<file path="src/sv/backlight_pwm_sleep_controller_assert.svh">
// Assertion macros shared by the backlight controller RTL.
// Included by the modules that carry concurrent checks; needs no package.
`ifndef BACKLIGHT_PWM_SLEEP_CONTROLLER_ASSERT_SVH
`define BACKLIGHT_PWM_SLEEP_CONTROLLER_ASSERT_SVH

// Consequent must hold in the same cycle as the antecedent.
`define BPSC_ASSERT_SAME(label, clk, rstn, ante, cons) \
  label: assert property (@(posedge clk) disable iff (!(rstn)) (ante) |-> (cons)) \
    else $error("backlight controller check failed");

// Consequent must hold in the cycle after the antecedent.
`define BPSC_ASSERT_NEXT(label, clk, rstn, ante, cons) \
  label: assert property (@(posedge clk) disable iff (!(rstn)) (ante) |=> (cons)) \
    else $error("backlight controller check failed");

`endif

</file>
<file path="src/sv/bpsc_pkg.sv">
// Shared types and constants of the backlight PWM and sleep controller.
// Used by the configuration registers, the event core and the top level.
`default_nettype none

package bpsc_pkg;

  // Number of PWM steps in one period (valid range 2 to 127).
  localparam int unsigned PwmSteps = 100;
  localparam logic [6:0]  PwmStepsW = 7'(PwmSteps);

  localparam logic [6:0]  FullPercent    = 7'd100;
  localparam logic [5:0]  TimeoutShort   = 6'd30;
  localparam logic [5:0]  TimeoutLong    = 6'd60;
  localparam logic [15:0] MsPerSec       = 16'd1000;
  localparam logic [15:0] CountMax       = 16'hFFFF;
  localparam logic [6:0]  LevelReset     = 7'd80;
  localparam logic [15:0] SaveDelayReset = 16'd1500;
  localparam logic [6:0]  MinBrightReset = 7'd25;

  // Event codes carried in the input tuser.
  typedef enum logic [2:0] {
    OP_PWM_TICK   = 3'd0,
    OP_MS_TICK    = 3'd1,
    OP_TOUCH      = 3'd2,
    OP_SET_BRIGHT = 3'd3,
    OP_SET_TMO    = 3'd4,
    OP_RESTORE    = 3'd5
  } op_e;

  // Configuration register indexes.
  typedef enum logic [0:0] {
    CFG_SAVE_DELAY = 1'b0,
    CFG_MIN_BRIGHT = 1'b1
  } cfg_idx_e;

  typedef struct packed {
    logic [15:0] save_delay_ms;
    logic [6:0]  min_brightness;
  } cfg_t;

  typedef struct packed {
    logic [5:0] timeout_now;
    logic [6:0] brightness_now;
    logic       save_now;
    logic       woke_from_sleep;
    logic       asleep;
    logic       backlight_on;
  } res_t;

endpackage

`default_nettype wire

</file>
<file path="src/sv/bpsc_cfg_regs.sv">
// Configuration registers: save delay and minimum brightness.
// Depends on bpsc_pkg for the register indexes and the cfg_t struct.
`default_nettype none

module bpsc_cfg_regs
  import bpsc_pkg::*;
(
  input  wire logic        clk_i,
  input  wire logic        rst_ni,
  input  wire logic        wr_en_i,
  input  wire logic [0:0]  wr_index_i,
  input  wire logic [15:0] wr_data_i,
  output cfg_t             cfg_o
);

  cfg_t cfg_q;

  // Write the addressed register on each transfer.
  always_ff @(posedge clk_i or negedge rst_ni) begin
    if (!rst_ni) begin
      cfg_q.save_delay_ms  <= SaveDelayReset;
      cfg_q.min_brightness <= MinBrightReset;
    end else if (wr_en_i) begin
      unique case (cfg_idx_e'(wr_index_i))
        CFG_SAVE_DELAY: cfg_q.save_delay_ms  <= wr_data_i;
        CFG_MIN_BRIGHT: cfg_q.min_brightness <= wr_data_i[6:0];
        default:        cfg_q <= cfg_q;
      endcase
    end
  end

  assign cfg_o = cfg_q;

endmodule

`default_nettype wire

</file>
<file path="src/sv/bpsc_core.sv">
// Event core: controller state and its combinational next-state update for one event.
// Depends on bpsc_pkg; assertions use the shared macro header.
`default_nettype none
`include "backlight_pwm_sleep_controller_assert.svh"

module bpsc_core
  import bpsc_pkg::*;
(
  input  wire logic        clk_i,
  input  wire logic        rst_ni,
  input  wire logic        step_en_i,
  input  wire logic [2:0]  op_i,
  input  wire logic [7:0]  bright_i,
  input  wire logic [15:0] tmo_i,
  input  cfg_t             cfg_i,
  output res_t             res_o
);

  logic [6:0]  level_q, level_d;
  logic [5:0]  limit_q, limit_d;
  logic        sleep_q, sleep_d;
  logic        phase_hi_q, phase_hi_d;
  logic [6:0]  step_q, step_d;
  logic [15:0] idle_q, idle_d;
  logic        dirty_q, dirty_d;
  logic [15:0] chg_q, chg_d;

  logic        woke, save;
  logic        pwm_active;
  logic [6:0]  phase_len;
  logic [7:0]  step_inc;
  logic [15:0] idle_inc, chg_inc, idle_thresh;
  logic [7:0]  min_ext, clamp_lo, clamp_v;
  logic        tmo_keep, tmo_ok, restore_ok;

  // Helpers for the PWM counter, the saturating counters and the clamps.
  assign pwm_active  = !sleep_q && (level_q != 7'd0) && (level_q < PwmStepsW);
  assign phase_len   = phase_hi_q ? level_q : (PwmStepsW - level_q);
  assign step_inc    = {1'b0, step_q} + 8'd1;
  assign idle_inc    = (idle_q == CountMax) ? CountMax : idle_q + 16'd1;
  assign chg_inc     = (chg_q == CountMax) ? CountMax : chg_q + 16'd1;
  assign idle_thresh = {10'd0, limit_q} * MsPerSec;
  assign min_ext     = {1'b0, cfg_i.min_brightness};
  assign clamp_lo    = (bright_i < min_ext) ? min_ext : bright_i;
  assign clamp_v     = (clamp_lo > {1'b0, FullPercent}) ? {1'b0, FullPercent} : clamp_lo;
  assign tmo_keep    = (tmo_i == {10'd0, TimeoutShort}) || (tmo_i == {10'd0, TimeoutLong});
  assign tmo_ok      = tmo_keep || (tmo_i == 16'd0);
  assign restore_ok  = (bright_i >= min_ext) && (bright_i <= {1'b0, FullPercent}) && tmo_ok;

  // Next state for the current event.
  always_comb begin
    level_d    = level_q;
    limit_d    = limit_q;
    sleep_d    = sleep_q;
    phase_hi_d = phase_hi_q;
    step_d     = step_q;
    idle_d     = idle_q;
    dirty_d    = dirty_q;
    chg_d      = chg_q;
    woke       = 1'b0;
    save       = 1'b0;
    unique case (op_i)
      OP_PWM_TICK: begin
        if (pwm_active) begin
          if (step_inc >= {1'b0, phase_len}) begin
            phase_hi_d = !phase_hi_q;
            step_d     = 7'd0;
          end else begin
            step_d = step_inc[6:0];
          end
        end
      end
      OP_MS_TICK: begin
        idle_d = idle_inc;
        chg_d  = chg_inc;
        if (dirty_q && (chg_inc >= cfg_i.save_delay_ms)) begin
          save    = 1'b1;
          dirty_d = 1'b0;
        end
        if (!sleep_q && (limit_q != 6'd0) && (idle_inc >= idle_thresh)) begin
          sleep_d    = 1'b1;
          phase_hi_d = 1'b1;
          step_d     = 7'd0;
        end
      end
      OP_TOUCH: begin
        woke   = sleep_q;
        idle_d = 16'd0;
        if (sleep_q) begin
          sleep_d    = 1'b0;
          phase_hi_d = 1'b1;
          step_d     = 7'd0;
        end
      end
      OP_SET_BRIGHT: begin
        level_d    = clamp_v[6:0];
        dirty_d    = 1'b1;
        chg_d      = 16'd0;
        phase_hi_d = 1'b1;
        step_d     = 7'd0;
      end
      OP_SET_TMO: begin
        limit_d = tmo_keep ? tmo_i[5:0] : 6'd0;
        idle_d  = 16'd0;
        dirty_d = 1'b1;
        chg_d   = 16'd0;
      end
      OP_RESTORE: begin
        if (restore_ok) begin
          level_d    = bright_i[6:0];
          limit_d    = tmo_i[5:0];
          phase_hi_d = 1'b1;
          step_d     = 7'd0;
        end
      end
      default: begin
        level_d = level_q;
      end
    endcase
  end

  // State registers advance only when an event is taken.
  always_ff @(posedge clk_i or negedge rst_ni) begin
    if (!rst_ni) begin
      level_q    <= LevelReset;
      limit_q    <= 6'd0;
      sleep_q    <= 1'b0;
      phase_hi_q <= 1'b1;
      step_q     <= 7'd0;
      idle_q     <= 16'd0;
      dirty_q    <= 1'b0;
      chg_q      <= 16'd0;
    end else if (step_en_i) begin
      level_q    <= level_d;
      limit_q    <= limit_d;
      sleep_q    <= sleep_d;
      phase_hi_q <= phase_hi_d;
      step_q     <= step_d;
      idle_q     <= idle_d;
      dirty_q    <= dirty_d;
      chg_q      <= chg_d;
    end
  end

  // Result reflects the state after the event.
  always_comb begin
    res_o.woke_from_sleep = woke;
    res_o.save_now        = save;
    res_o.asleep          = sleep_d;
    res_o.brightness_now  = level_d;
    res_o.timeout_now     = limit_d;
    if (sleep_d) begin
      res_o.backlight_on = 1'b0;
    end else if (level_d >= PwmStepsW) begin
      res_o.backlight_on = 1'b1;
    end else if (level_d == 7'd0) begin
      res_o.backlight_on = 1'b0;
    end else begin
      res_o.backlight_on = phase_hi_d;
    end
  end

  `BPSC_ASSERT_SAME(a_lit_means_awake, clk_i, rst_ni, step_en_i && res_o.backlight_on, !res_o.asleep)
  `BPSC_ASSERT_SAME(a_wake_clears_sleep, clk_i, rst_ni, step_en_i && res_o.woke_from_sleep, !res_o.asleep)
  `BPSC_ASSERT_NEXT(a_save_clears_dirty, clk_i, rst_ni, step_en_i && res_o.save_now, !dirty_q)

endmodule

`default_nettype wire

</file>
<file path="src/sv/backlight_pwm_sleep_controller.sv">
// Top level of the backlight PWM dimmer with idle sleep and delayed save.
// Depends on bpsc_pkg, bpsc_cfg_regs, bpsc_core and the assertion macro header.
//
//   Channel   Direction  Handshake               Payload
//   s_axis    in         tvalid / tready         tuser opcode, tdata brightness, timeout
//   m_axis    out        tvalid / tready         tdata result flags, brightness, timeout
//   cfg       in         cfg_valid / cfg_ready   cfg_index, cfg_data
//
// Each event passes from input transfer to result through an input register,
// then the state update into the result register.
// Sustained rate is one event per cycle while m_axis_tready stays high, limited by the single state update.
// While a result waits for m_axis_tready, the input register takes one more
// event and then holds s_axis_tready low until the result is taken.
// Reset clears the valid flags, the configuration and the core state to their defaults; no clearing pass is needed.
// Configuration writes are always ready and take effect on the next cycle.
`default_nettype none
`include "backlight_pwm_sleep_controller_assert.svh"

module backlight_pwm_sleep_controller
  import bpsc_pkg::*;
(
  input  wire logic        clk_i,
  input  wire logic        rst_ni,
  input  wire logic        s_axis_tvalid,
  output logic             s_axis_tready,
  // [7:0] brightness_value, [23:8] timeout_value
  input  wire logic [23:0] s_axis_tdata,
  // [2:0] opcode
  input  wire logic [2:0]  s_axis_tuser,
  output logic             m_axis_tvalid,
  input  wire logic        m_axis_tready,
  // [0] backlight_on, [1] asleep, [2] woke_from_sleep, [3] save_now,
  // [10:4] brightness_now, [16:11] timeout_now, [23:17] zero
  output logic [23:0]      m_axis_tdata,
  input  wire logic        cfg_valid_i,
  output logic             cfg_ready_o,
  input  wire logic [0:0]  cfg_index_i,
  input  wire logic [15:0] cfg_data_i
);

  logic        in_valid_q, in_valid_d;
  logic [2:0]  in_op_q;
  logic [7:0]  in_bright_q;
  logic [15:0] in_tmo_q;
  logic        out_valid_q, out_valid_d;
  res_t        out_q;
  res_t        res;
  cfg_t        cfg;
  logic        advance;

  assign cfg_ready_o = 1'b1;

  bpsc_cfg_regs u_cfg (
    .clk_i      (clk_i),
    .rst_ni     (rst_ni),
    .wr_en_i    (cfg_valid_i),
    .wr_index_i (cfg_index_i),
    .wr_data_i  (cfg_data_i),
    .cfg_o      (cfg)
  );

  // Event moves from the input register to the result register.
  assign advance       = in_valid_q && (!out_valid_q || m_axis_tready);
  assign s_axis_tready = !in_valid_q || advance;

  bpsc_core u_core (
    .clk_i     (clk_i),
    .rst_ni    (rst_ni),
    .step_en_i (advance),
    .op_i      (in_op_q),
    .bright_i  (in_bright_q),
    .tmo_i     (in_tmo_q),
    .cfg_i     (cfg),
    .res_o     (res)
  );

  // Valid flags of the two stages.
  always_comb begin
    in_valid_d = in_valid_q;
    if (s_axis_tvalid && s_axis_tready) begin
      in_valid_d = 1'b1;
    end else if (advance) begin
      in_valid_d = 1'b0;
    end
    out_valid_d = out_valid_q;
    if (advance) begin
      out_valid_d = 1'b1;
    end else if (m_axis_tready) begin
      out_valid_d = 1'b0;
    end
  end

  always_ff @(posedge clk_i or negedge rst_ni) begin
    if (!rst_ni) begin
      in_valid_q  <= 1'b0;
      out_valid_q <= 1'b0;
    end else begin
      in_valid_q  <= in_valid_d;
      out_valid_q <= out_valid_d;
    end
  end

  // Payload registers load on a transfer in and on an advance.
  always_ff @(posedge clk_i) begin
    if (s_axis_tvalid && s_axis_tready) begin
      in_op_q     <= s_axis_tuser;
      in_bright_q <= s_axis_tdata[7:0];
      in_tmo_q    <= s_axis_tdata[23:8];
    end
    if (advance) begin
      out_q <= res;
    end
  end

  assign m_axis_tvalid = out_valid_q;
  assign m_axis_tdata  = {7'd0, out_q};

  `BPSC_ASSERT_NEXT(a_advance_fills_out, clk_i, rst_ni, advance, m_axis_tvalid)

endmodule

`default_nettype wire
</file>
<file path="config.mk">
export PLATFORM = sky130hd
export DESIGN_NAME = backlight_pwm_sleep_controller
export DESIGN_NICKNAME = d
export VERILOG_FILES = /design/src/sv/bpsc_pkg.sv /design/src/sv/bpsc_cfg_regs.sv /design/src/sv/bpsc_core.sv /design/src/sv/backlight_pwm_sleep_controller.sv
export VERILOG_INCLUDE_DIRS = /design/src /design/src/sv
export SDC_FILE = /design/constraint.sdc
export NUM_CORES = 1
export LEC_CHECK = 0
export BUFFER_PORTS_ARGS = -buffer_cell sky130_fd_sc_hd__buf_2
export CAP_MARGIN = 25
export CELL_PAD_IN_SITES_DETAIL_PLACEMENT = 1
export CELL_PAD_IN_SITES_GLOBAL_PLACEMENT = 1
export CORE_UTILIZATION = 51
export DETAILED_ROUTE_END_ITERATION = 7
export MAX_ROUTING_LAYER = met4
export PLACE_DENSITY = 0.93
export RECOVER_POWER = 25
export SETUP_SLACK_MARGIN = 0.15
export SKIP_LAST_GASP = 1
export SLEW_MARGIN = 20
export SYNTH_ARGS = -nofsm -noshare
export SYNTH_HDL_FRONTEND = slang
export SYNTH_SLANG_ARGS = --single-unit
</file>
<file path="constraint.sdc">
create_clock -name clk_i -period 11.6 [get_ports clk_i]
set_input_delay 0 -clock clk_i [delete_from_list [all_inputs] [get_ports clk_i]]
set_output_delay 0 -clock clk_i [all_outputs]
set_load 0.05 [all_outputs]
</file>
==> results of run 1 <==
-- cells in the mapped netlist, types with 5 or more instances --
cell type | instances | area [µm²]
nand2_1 | 104 | 390
inv_1 | 74 | 278
ha_1 | 72 | 901
dfrtp_1 | 67 | 1680
o21ai_0 | 57 | 285
edfxtp_1 | 44 | 1320
nor2_1 | 36 | 135
a21oi_1 | 35 | 175
a22o_1 | 28 | 245
xnor2_1 | 26 | 228
clkbuf_1 | 18 | 67.6
nand3_1 | 18 | 90.1
xor2_1 | 15 | 131
a21o_1 | 14 | 105
nand2b_1 | 14 | 87.6
dfstp_2 | 13 | 342
fa_1 | 13 | 260
a31oi_1 | 10 | 62.6
and3_1 | 10 | 62.6
mux2_2 | 10 | 113
o211ai_1 | 10 | 75.1
nand4_1 | 9 | 56.3
buf_4 | 8 | 60.1
nor2b_1 | 8 | 50.1
and2_1 | 7 | 43.8
and4_1 | 6 | 52.6
nor3_1 | 6 | 30.0
mux2i_1 | 5 | 50.1
o21bai_1 | 5 | 37.5
-- state kept, by name (all words and copies together), names as in the netlist --
register and flops:
u_cfg.cfg_o 23, m_axis_tdata 17, in_tmo_q 16, u_core.chg_q 16, u_core.idle_q 16, in_bright_q 8, u_core.level_q 7, u_core.step_q 7
u_core.limit_q 6, in_op_q 3, in_valid_q 1, m_axis_tvalid 1, u_core.dirty_q 1, u_core.phase_hi_q 1, u_core.sleep_q 1
-- logic make-up (layout without fill, tap and decap cells) --
logic type               Yosys count  in the layout
other                              2             12
multiplexers                      15             15
adder cells (fa/ha/maj)           85             85
AND/OR/NAND/NOR                  240            240
buffers and inverters            101            225
AO/OA/AOI/OAI                    201            201
flip-flops                       124            124
XOR/XNOR                          41             41
-- worst min-delay path: cells and delay by family --
| kind | cells | cell delay, ps |
|---|---|---|
| simple gates | 1 | 280 |
| mux | 1 | 230 |
| buf+inv | 1 | 100 |
-- repair_timing --
item                                    CTS  global route
resized for setup                         0             0
hold buffers                             48             0
endpoints found under the setup margin    0             0
endpoints found under the hold margin    63             0
-- layout by cell type (no fill, tap or decap), drive strengths merged, types with 6 or more instances in the layout --
cell type	synthesis	final
and3	10	10
nand2b	14	14
a22o	29	29
clkbuf	18	32
ha	72	72
nor2	36	36
buf	9	58
and4	6	6
a21o	14	14
mux2	10	10
and2	7	7
o21ai	58	58
nand3	18	18
nand2	104	104
dfstp	13	13
nand4	9	9
xor2	15	15
o211ai	10	10
edfxtp	44	44
a21oi	36	36
nor3	7	7
fa	13	13
a31oi	10	10
xnor2	26	26
dlygate4sd3	0	48
nor2b	8	8
conb	2	8
dfrtp	67	67
inv	74	74
-- how the worst max path moves through the flow --
stage | slack [ps] | to | cells past startpoint
global placement | 6230 | m_axis_tdata[0] | 22
finish | 5670 | m_axis_tdata[0] | 22
CTS | 5740 | m_axis_tdata[0] | 22
global route | 5470 | m_axis_tdata[0] | 22
floorplan | 6570 | m_axis_tdata[0] | 22
detailed placement | 5900 | m_axis_tdata[0] | 22
-- per-stage QoR --
| step | util | std cells | power (µW) | area, µm² |
|---|---|---|---|---|
| 2_1_floorplan | - | 815 | 909 | 8000 |
| 3_3_place_gp | 0.557 | 1069 | 1010 | 8500 |
| 3_5_place_dp | 0.558 | 1070 | 1060 | 8520 |
| 4_1_cts | 0.631 | 1150 | 1680 | 9630 |
| 5_1_grt | 0.630 | 1152 | 1790 | 9610 |
| 6_report | 0.630 | 1154 | 1730 | 9610 |
-- area by class of cell --
type,count,area [µm²],area share
Multi-Input combinational cell,590,4260,0.443
Sequential cell,124,3340,0.347
Timing Repair Buffer,119,835,0.0868
Clock buffer,19,433,0.0450
Inverter,74,278,0.0289
Tap cell,211,264,0.0275
Clock inverter,13,198,0.0206
Antenna cell,4,10.0,0.00104
-- layer usage --
metal | up-vias | wire length [µm] | GRT usage
li1 | 3109 | - | -
met1 | 3775 | 11200 | 0.451
met2 | 522 | 15200 | 0.682
met3 | 179 | 2390 | 0.0842
met4 | 0 | 1960 | 0.265
met5 | - | 0 | -
-- power by group through the flow --
stage	clock network (µW)	logic, µW	registers (µW)
finish	604	556	573
floorplan	0	330	579
global placement	0	447	567
detailed placement	0	492	572
global route	617	597	577
CTS	582	527	566
==> flow_summary.toml, run 1 <==
[global_route]
grt_pass1_vias = 8195
track_usage = 0.411
antenna_found_initial = 2
grt_first_pass_wirelength_um = 47600
grt_overflow = 0
grt_start_max_net_pins = 70

[power_and_ir_drop]
p_leak_uw = 0.00448
seqPwrFrac = 0.331
clock_power_share = 0.348
pwr-share-comb = 0.321
p_sw_frac = 0.368
irDropWorstVdd_mv = 0.123
power_density_nw_per_um2 = 180
p_switching_uw = 638
power.internal_uw = 1100

[synth]
async_flop_share = 0.645
synth.distinct_cells = 67
synthAdderAreaFrac = 0.146
syn_area_um2 = 7980
synth_cells = 809
synth-simple-area-share = 0.148
synth_area_per_cell_um2 = 9.86
ys_warn_count = 0
ys_seq_area_frac = 0.419
synth.area.mux_share = 0.0204
synth_xor_area_frac = 0.0450
synth_compound_area_frac = 0.171
synth-edff-count = 44
synthFlopType = "dfrtp_1"
synth_top_family_by_area = "compound AO/OA/AOI/OAI gates"
ys_seq_elements = 124

[worst_setup_path]
crit_required_ps = 11780
crit_arrival_ps = 6110
critPathSlowestCell = "fa_1"
critPathBufInv = 3
r2r_end = "m_axis_tdata[0]"
cp-startpoint = "u_core.limit_q[3]"
crit_chain = "fa_1 -> inv_1 -> fa_1 -> fa_1 -> inv_1 -> ha_1 -> inv_1 -> nor2_1 -> nor2_1 -> o21bai_1 -> a21oi_1 -> o21bai_1 -> a21oi_1 -> xnor2_1 -> ha_1 -> a21oi_1 -> o21ai_0 -> o21ai_0 -> a31oi_1 -> o21ba_2 -> o41a_1 -> o221a_1"
critPathTopFamily = "adder cells"
slowest_delay_ps = 630
cp-start-kind = "register"
crit_type = "reg -> reg"
r2r-start = "u_core.limit_q[3]"
crit_fanout = 9
rrSetupSlack_ps = 5670
critPathCaptureType = "register"
r2r_cells = 22

[cts]
cts_max_path_buffers = 2
cts-root-buf = "clkbuf_16"
htree_levels = 4
tritoncts = "built"
clock_latency_ps = 450
clkSlewWorstSetupHoldPaths_ps = 70
clock_sinks = 124
cts_made_buffers = 17
postCtsSetupRepairBufs = 0

[place]
port_buffers = 67
detailedPlace.worstSlack_ps = 5900
hpwl_um = 15700
place.gp.congestion = 0.891

[timing]
fin_crit_sh = 0.511
worst_slack_ps = 5670
relSlewSlack = -1.82
final_max_slew_viol_count = 102
worst_slew_pin_slew_ps = 4240
fmax_ghz = 0.169
clock_skew_ps = 19.9
post-route-min-period_ps = 5930
hold_slack_ps = 206
setup_tns_ps = 0
finalSetupViolCount = 0
rsz0062_at_grt = "false"
hold_violations = 0

[detailed_routing]
viasPerCell = 6.57
remaining_drc_errors = 0
drt-initial-drc-count = 747
vias = 7585
antenna_left = 0
wl_um = 30700
firstDrtPassIters = 6
detail_route.wl_per_cell_um = 26.6

[run_status]
violations = "capacitance limit, slew limit"
outcome = "complete, but fails checks"

[die]
initial_core_util = 0.523
die_area_um2 = 16100
io_pins = 76
die_h_um = 127
core_um2 = 15300
fp.dieW_um = 127
row_count = 45

[final_layout]
syn_to_final_growth_pct = 20.5
drive_above_1_share = 0.129
nFillCells = 1635
nNetsFinal = 1060

[hold_path]
worstHoldStart = "cfg_valid_i"
hold_depth = 3
min_to = "u_cfg.cfg_o[2]"
holdCritPathClass = "in -> reg"

[flow_run]
max_cap_viol_count = 2
Note: power is estimated with default switching activity, not from simulation.
==> run 2: changes to the inputs <==
Settings changed: CORE_UTILIZATION 51 to 47, PLACE_DENSITY 0.93 to 0.87.
Clock period 11.6 ns to 6.1 ns, I/O delays scaled along.
==> run 2 against run 1 <==
Effect of this change:
- the flow still finishes with violations (capacitance limit, slew limit)
- sequential power rose by 88%
- via count is 7.7% lower
- count of clock-buffer cells in the layout unchanged
- non-clock buffer count is the same
- combinational power is 77% higher
- die area increased by 8.4%
- power up 83%
- largest cell class unchanged
- largest power group unchanged
- highest routed layer unchanged
==> flow_summary.toml, run 2 (synthesis gave the netlist of run 1 again) <==
[run_status]
outcome = "complete, but fails checks"
violations = "capacitance limit, slew limit"

[cts]
postCtsSetupRepairBufs = 0
clock_sinks = 124
cts_made_buffers = 17
clkSlewWorstSetupHoldPaths_ps = 60
tritoncts = "built"
clock_latency_ps = 440
htree_levels = 4
cts-root-buf = "clkbuf_16"
cts_max_path_buffers = 2

[timing]
fin_crit_sh = 0.914
setup_tns_ps = 0
worst_slack_ps = 524
hold_violations = 0
final_max_slew_viol_count = 27
worst_slew_pin_slew_ps = 1630
post-route-min-period_ps = 5580
clock_skew_ps = 14.0
fmax_ghz = 0.179
rsz0062_at_grt = "false"
finalSetupViolCount = 0
hold_slack_ps = 166
relSlewSlack = -0.0894

[final_layout]
final_area_um2 = 9610
nFillCells = 1852
syn_to_final_growth_pct = 20.4
nNetsFinal = 1060
final_cell_mix = "104 x nand2_1, 74 x inv_1, 72 x ha_1"
n_antenna_cell = 0
drive_above_1_share = 0.144
mostFrequentLayoutCell = "nand2_1"
largest_reg_flops = 23

[detailed_routing]
met1_length_um = 10400
wl_um = 26500
wl_met2_um = 13600
detail_route.wl_per_cell_um = 22.9
drt-initial-drc-count = 501
dr.max_layer_used = "met4"
met3RoutedLength_um = 1370
vias = 7002
viasPerCell = 6.04
remaining_drc_errors = 0
antenna_left = 0
firstDrtPassIters = 5

[worst_setup_path]
crit_chain = "fa_1 -> inv_1 -> fa_1 -> fa_1 -> inv_1 -> ha_1 -> inv_1 -> nor2_1 -> nor2_1 -> o21bai_1 -> a21oi_1 -> o21bai_1 -> a21oi_1 -> xnor2_1 -> ha_1 -> a21oi_1 -> o21ai_0 -> o21ai_0 -> a31oi_1 -> o21ba_2 -> o41a_1 -> o221a_1"
critPathCaptureType = "register"
slowest_delay_ps = 610
crit_type = "reg -> reg"
cp-start-kind = "register"
crit_fanout = 9
critPathSlowestCell = "fa_1"
crit_arrival_ps = 5760
crit_required_ps = 6280

[global_route]
grt_first_pass_wirelength_um = 41700
grt_overflow = 0
grt_start_max_net_pins = 56
antenna_found_initial = 0
grt_pass1_vias = 7624
track_usage = 0.322

[die]
die_h_um = 132
row_count = 47
initial_core_util = 0.481
core_um2 = 16600
fp.dieW_um = 132
die_area_um2 = 17500
io_pins = 76

[place]
hpwl_um = 15000
dpl_cell_area_um2 = 8540
port_buffers = 67
detailedPlace.worstSlack_ps = 599
place.gp.congestion = 0.881

[hold_path]
holdCritPathClass = "in -> reg"

[power_and_ir_drop]
p_leak_uw = 0.00450
irDropWorstVdd_mv = 0.203
power_density_nw_per_um2 = 330

[flow_run]
max_cap_viol_count = 1
[run 2: changes by cell type in the layout (fill, tap and decap cells not counted), moves of 2 or more]
cell	previous run	this run
dfstp_1	3	1
clkbuf_1	15	8
buf_2	55	60
buf_4	2	4
clkinv_1	3	1
diode_2	4	0
dfstp_2	10	12
clkinv_2	1	5
[run 2: worst paths after layout]
| kind | from | slack, ps | cells past startpoint | endpoint |
|---|---|---|---|---|
| min in group asynchronous | rst_ni | 510 | 2 | u_cfg.cfg_o[6] |
| max in group asynchronous | rst_ni | 4050 | 3 | u_core.idle_q[7] |
| hold reg to reg | u_core.level_q[6] | 530 | 2 | u_core.level_q[6] |
| setup reg to reg | u_core.limit_q[3] | 520 | 22 | m_axis_tdata[0] |
| setup / recovery | u_core.limit_q[3] | 520 | 22 | m_axis_tdata[0] |
| hold / removal | cfg_index_i | 170 | 5 | u_cfg.cfg_o[11] |
[run 2: layout make-up]
class / count / area [µm²] / area share
Multi-Input combinational cell: 590 / 4260 / 0.443
Tap cell: 220 / 275 / 0.0286
Inverter: 74 / 278 / 0.0289
Sequential cell: 124 / 3340 / 0.347
Timing Repair Buffer: 119 / 842 / 0.0876
Clock buffer: 19 / 443 / 0.0461
Clock inverter: 13 / 173 / 0.0180
[run 2: worst max-delay path, delay by kind of cell, from the launching register on]
kind                       cells  cell delay, ps
AOI/OAI and AO/OA             11            1990
xor gates and xnor gates       1             150
adders and majority gates      5            2220
buffers and inverters          3             250
DFF                            1             520
and+or+nand+nor                2             210
[run 2: timing repair]
| item | in CTS | in global routing |
|---|---|---|
| endpoints found under the hold margin | 77 | 0 |
| gates resized for setup | 0 | 0 |
| hold buffers | 47 | 0 |
[run 2: where the power goes]
part           switching (µW)  internal [µW]
Clock                     413            690
Combinational             604            378
Sequential                110            974
[run 2: through the flow]
stage	utilization	total power (µW)	cells
after floorplan	-	1730	815
after global placement	0.514	1930	1079
after detailed placement	0.515	1990	1080
after CTS	0.580	3120	1159
after global routing	0.580	3320	1159
final	0.580	3170	1159
[run 2: layer usage]
layer  global-route usage  up-vias
met1                0.357     3495
met4                0.154        0
met2                0.562      294
met5                    -        -
li1                     -     3113
met3               0.0546      100
==> run 3: changes to the inputs <==
Settings changed: CORE_MARGIN from default to 2, REMOVE_ABC_BUFFERS from default to 1.
==> run 3 against run 2 <==
Effect of this change:
- the flow still finishes with violations (capacitance limit, slew limit)
- power up 1.1%
- die area up 3.0%
- cell count about the same
- largest cell class unchanged
- largest power group unchanged
==> flow_summary.toml, run 3 (synthesis gave the netlist of run 1 again) <==
[final_layout]
n_antenna_cell = 0
syn_to_final_growth_pct = 20.8
mostFrequentLayoutCell = "nand2_1"
drive_above_1_share = 0.128
largest_reg_flops = 23
final_cell_mix = "104 x nand2_1, 74 x inv_1, 72 x ha_1"
nNetsFinal = 1061

[worst_setup_path]
slowest_delay_ps = 610
crit_arrival_ps = 5700
crit_required_ps = 6280
cp-start-kind = "register"
critPathSlowestCell = "fa_1"
critPathCaptureType = "register"
critPathTopFamily = "adder cells"
critPathBufInv = 3
crit_type = "reg -> reg"
crit_chain = "fa_1 -> inv_1 -> fa_1 -> fa_1 -> inv_1 -> ha_1 -> inv_1 -> nor2_1 -> nor2_1 -> o21bai_1 -> a21oi_1 -> o21bai_1 -> a21oi_1 -> xnor2_1 -> ha_1 -> a21oi_1 -> o21ai_0 -> o21ai_0 -> a31oi_1 -> o21ba_2 -> o41a_1 -> o221a_1"
crit_fanout = 9

[run_status]
violations = "capacitance limit, slew limit"
outcome = "complete, but fails checks"

[timing]
final_max_slew_viol_count = 69
finalSetupViolCount = 0
post-route-min-period_ps = 5520
worst_slew_pin_slew_ps = 3790
relSlewSlack = -1.53
setup_tns_ps = 0
hold_violations = 0
clock_skew_ps = 14.0
fmax_ghz = 0.181
worst_slack_ps = 576
rsz0062_at_grt = "false"
fin_crit_sh = 0.906

[power_and_ir_drop]
finalPower_uw = 3200
irDropWorstVdd_mv = 0.202
power_density_nw_per_um2 = 332
p_leak_uw = 0.00448

[cts]
htree_levels = 4
cts-root-buf = "clkbuf_16"
clkSlewWorstSetupHoldPaths_ps = 60
cts_max_path_buffers = 2
clock_sinks = 124
clock_latency_ps = 430
postCtsSetupRepairBufs = 0
cts_made_buffers = 17
tritoncts = "built"

[detailed_routing]
antenna_left = 0
wl_um = 25600
firstDrtPassIters = 5
viasPerCell = 5.97
detail_route.wl_per_cell_um = 22.1
remaining_drc_errors = 0
vias = 6927
drt-initial-drc-count = 494

[flow_run]
max_cap_viol_count = 1

[global_route]
antenna_found_initial = 0
grt_overflow = 0
track_usage = 0.308
grt.busiest_layer = "met2"
grt_util_met3 = 0.0476
grt_pass1_vias = 7506
grt_use_met1 = 0.361
grt_first_pass_wirelength_um = 41300
met2_usage = 0.521
grt_start_max_net_pins = 69

[die]
core_um2 = 16600
die_h_um = 134
row_count = 47
fp.dieW_um = 134
io_pins = 76
initial_core_util = 0.481
die_area_um2 = 18000

[hold_path]
holdCritPathClass = "in -> reg"

[place]
port_buffers = 67
hpwl_um = 15200
detailedPlace.worstSlack_ps = 631
place.gp.congestion = 0.881
## run 3: cell type report
type                       count  area [µm²]
fill                        1847        6940
multi-input combinational    590        4260
sequential                   124        3340
timing repair buffer         120         832
clock buffer                  18         439
inverter                      74         278
tap                          220         275
clock inverter                14         215
## run 3: tightest hold or removal path, cell delays in order
cell and delay (ps):
buf_2 100, nor2b_2 40, buf_4 220, nand2_1 110, o21ai_0 70
## run 3: power breakdown
part / internal (µW) / leakage (µW) / switching, µW
sequential: 973 / 0.00145 / 107
clock: 737 / 0.000317 / 419
combinational: 373 / 0.00272 / 595
total: 2080 / 0.00448 / 1120
## run 3: through the flow
stage	instance area [µm²]	instances	hold WS, ps	util
6_report	9640	1160	135	0.581
5_1_grt	9640	1160	158	0.581
4_1_cts	9670	1160	103	0.583
3_5_place_dp	8540	1080	-139	0.515
3_3_place_gp	8520	1079	-140	0.514
2_1_floorplan	7870	788	-296	-
## run 3: worst paths after layout
path	start	endpoint	slack [ps]	cells past startpoint
max reg2reg	u_core.limit_q[3]	m_axis_tdata[0]	580	22
min reg2reg	u_core.idle_q[15]	u_core.idle_q[15]	540	1
max in group asynchronous	rst_ni	u_cfg.cfg_o[20]	2160	3
max	u_core.limit_q[3]	m_axis_tdata[0]	580	22
min	cfg_index_i	u_cfg.cfg_o[17]	140	5
min in group asynchronous	rst_ni	u_core.level_q[4]	270	2
## run 3: routing by layer
layer,share of wire,routed length (µm)
met5,0,0
met4,0.047,1190
met3,0.046,1180
met1,0.40,10200
met2,0.51,13000
## run 3: timing repair
action                                 CTS  global route
gates resized for setup                  0             0
endpoints found under the hold margin   64             0
hold buffers                            48             0
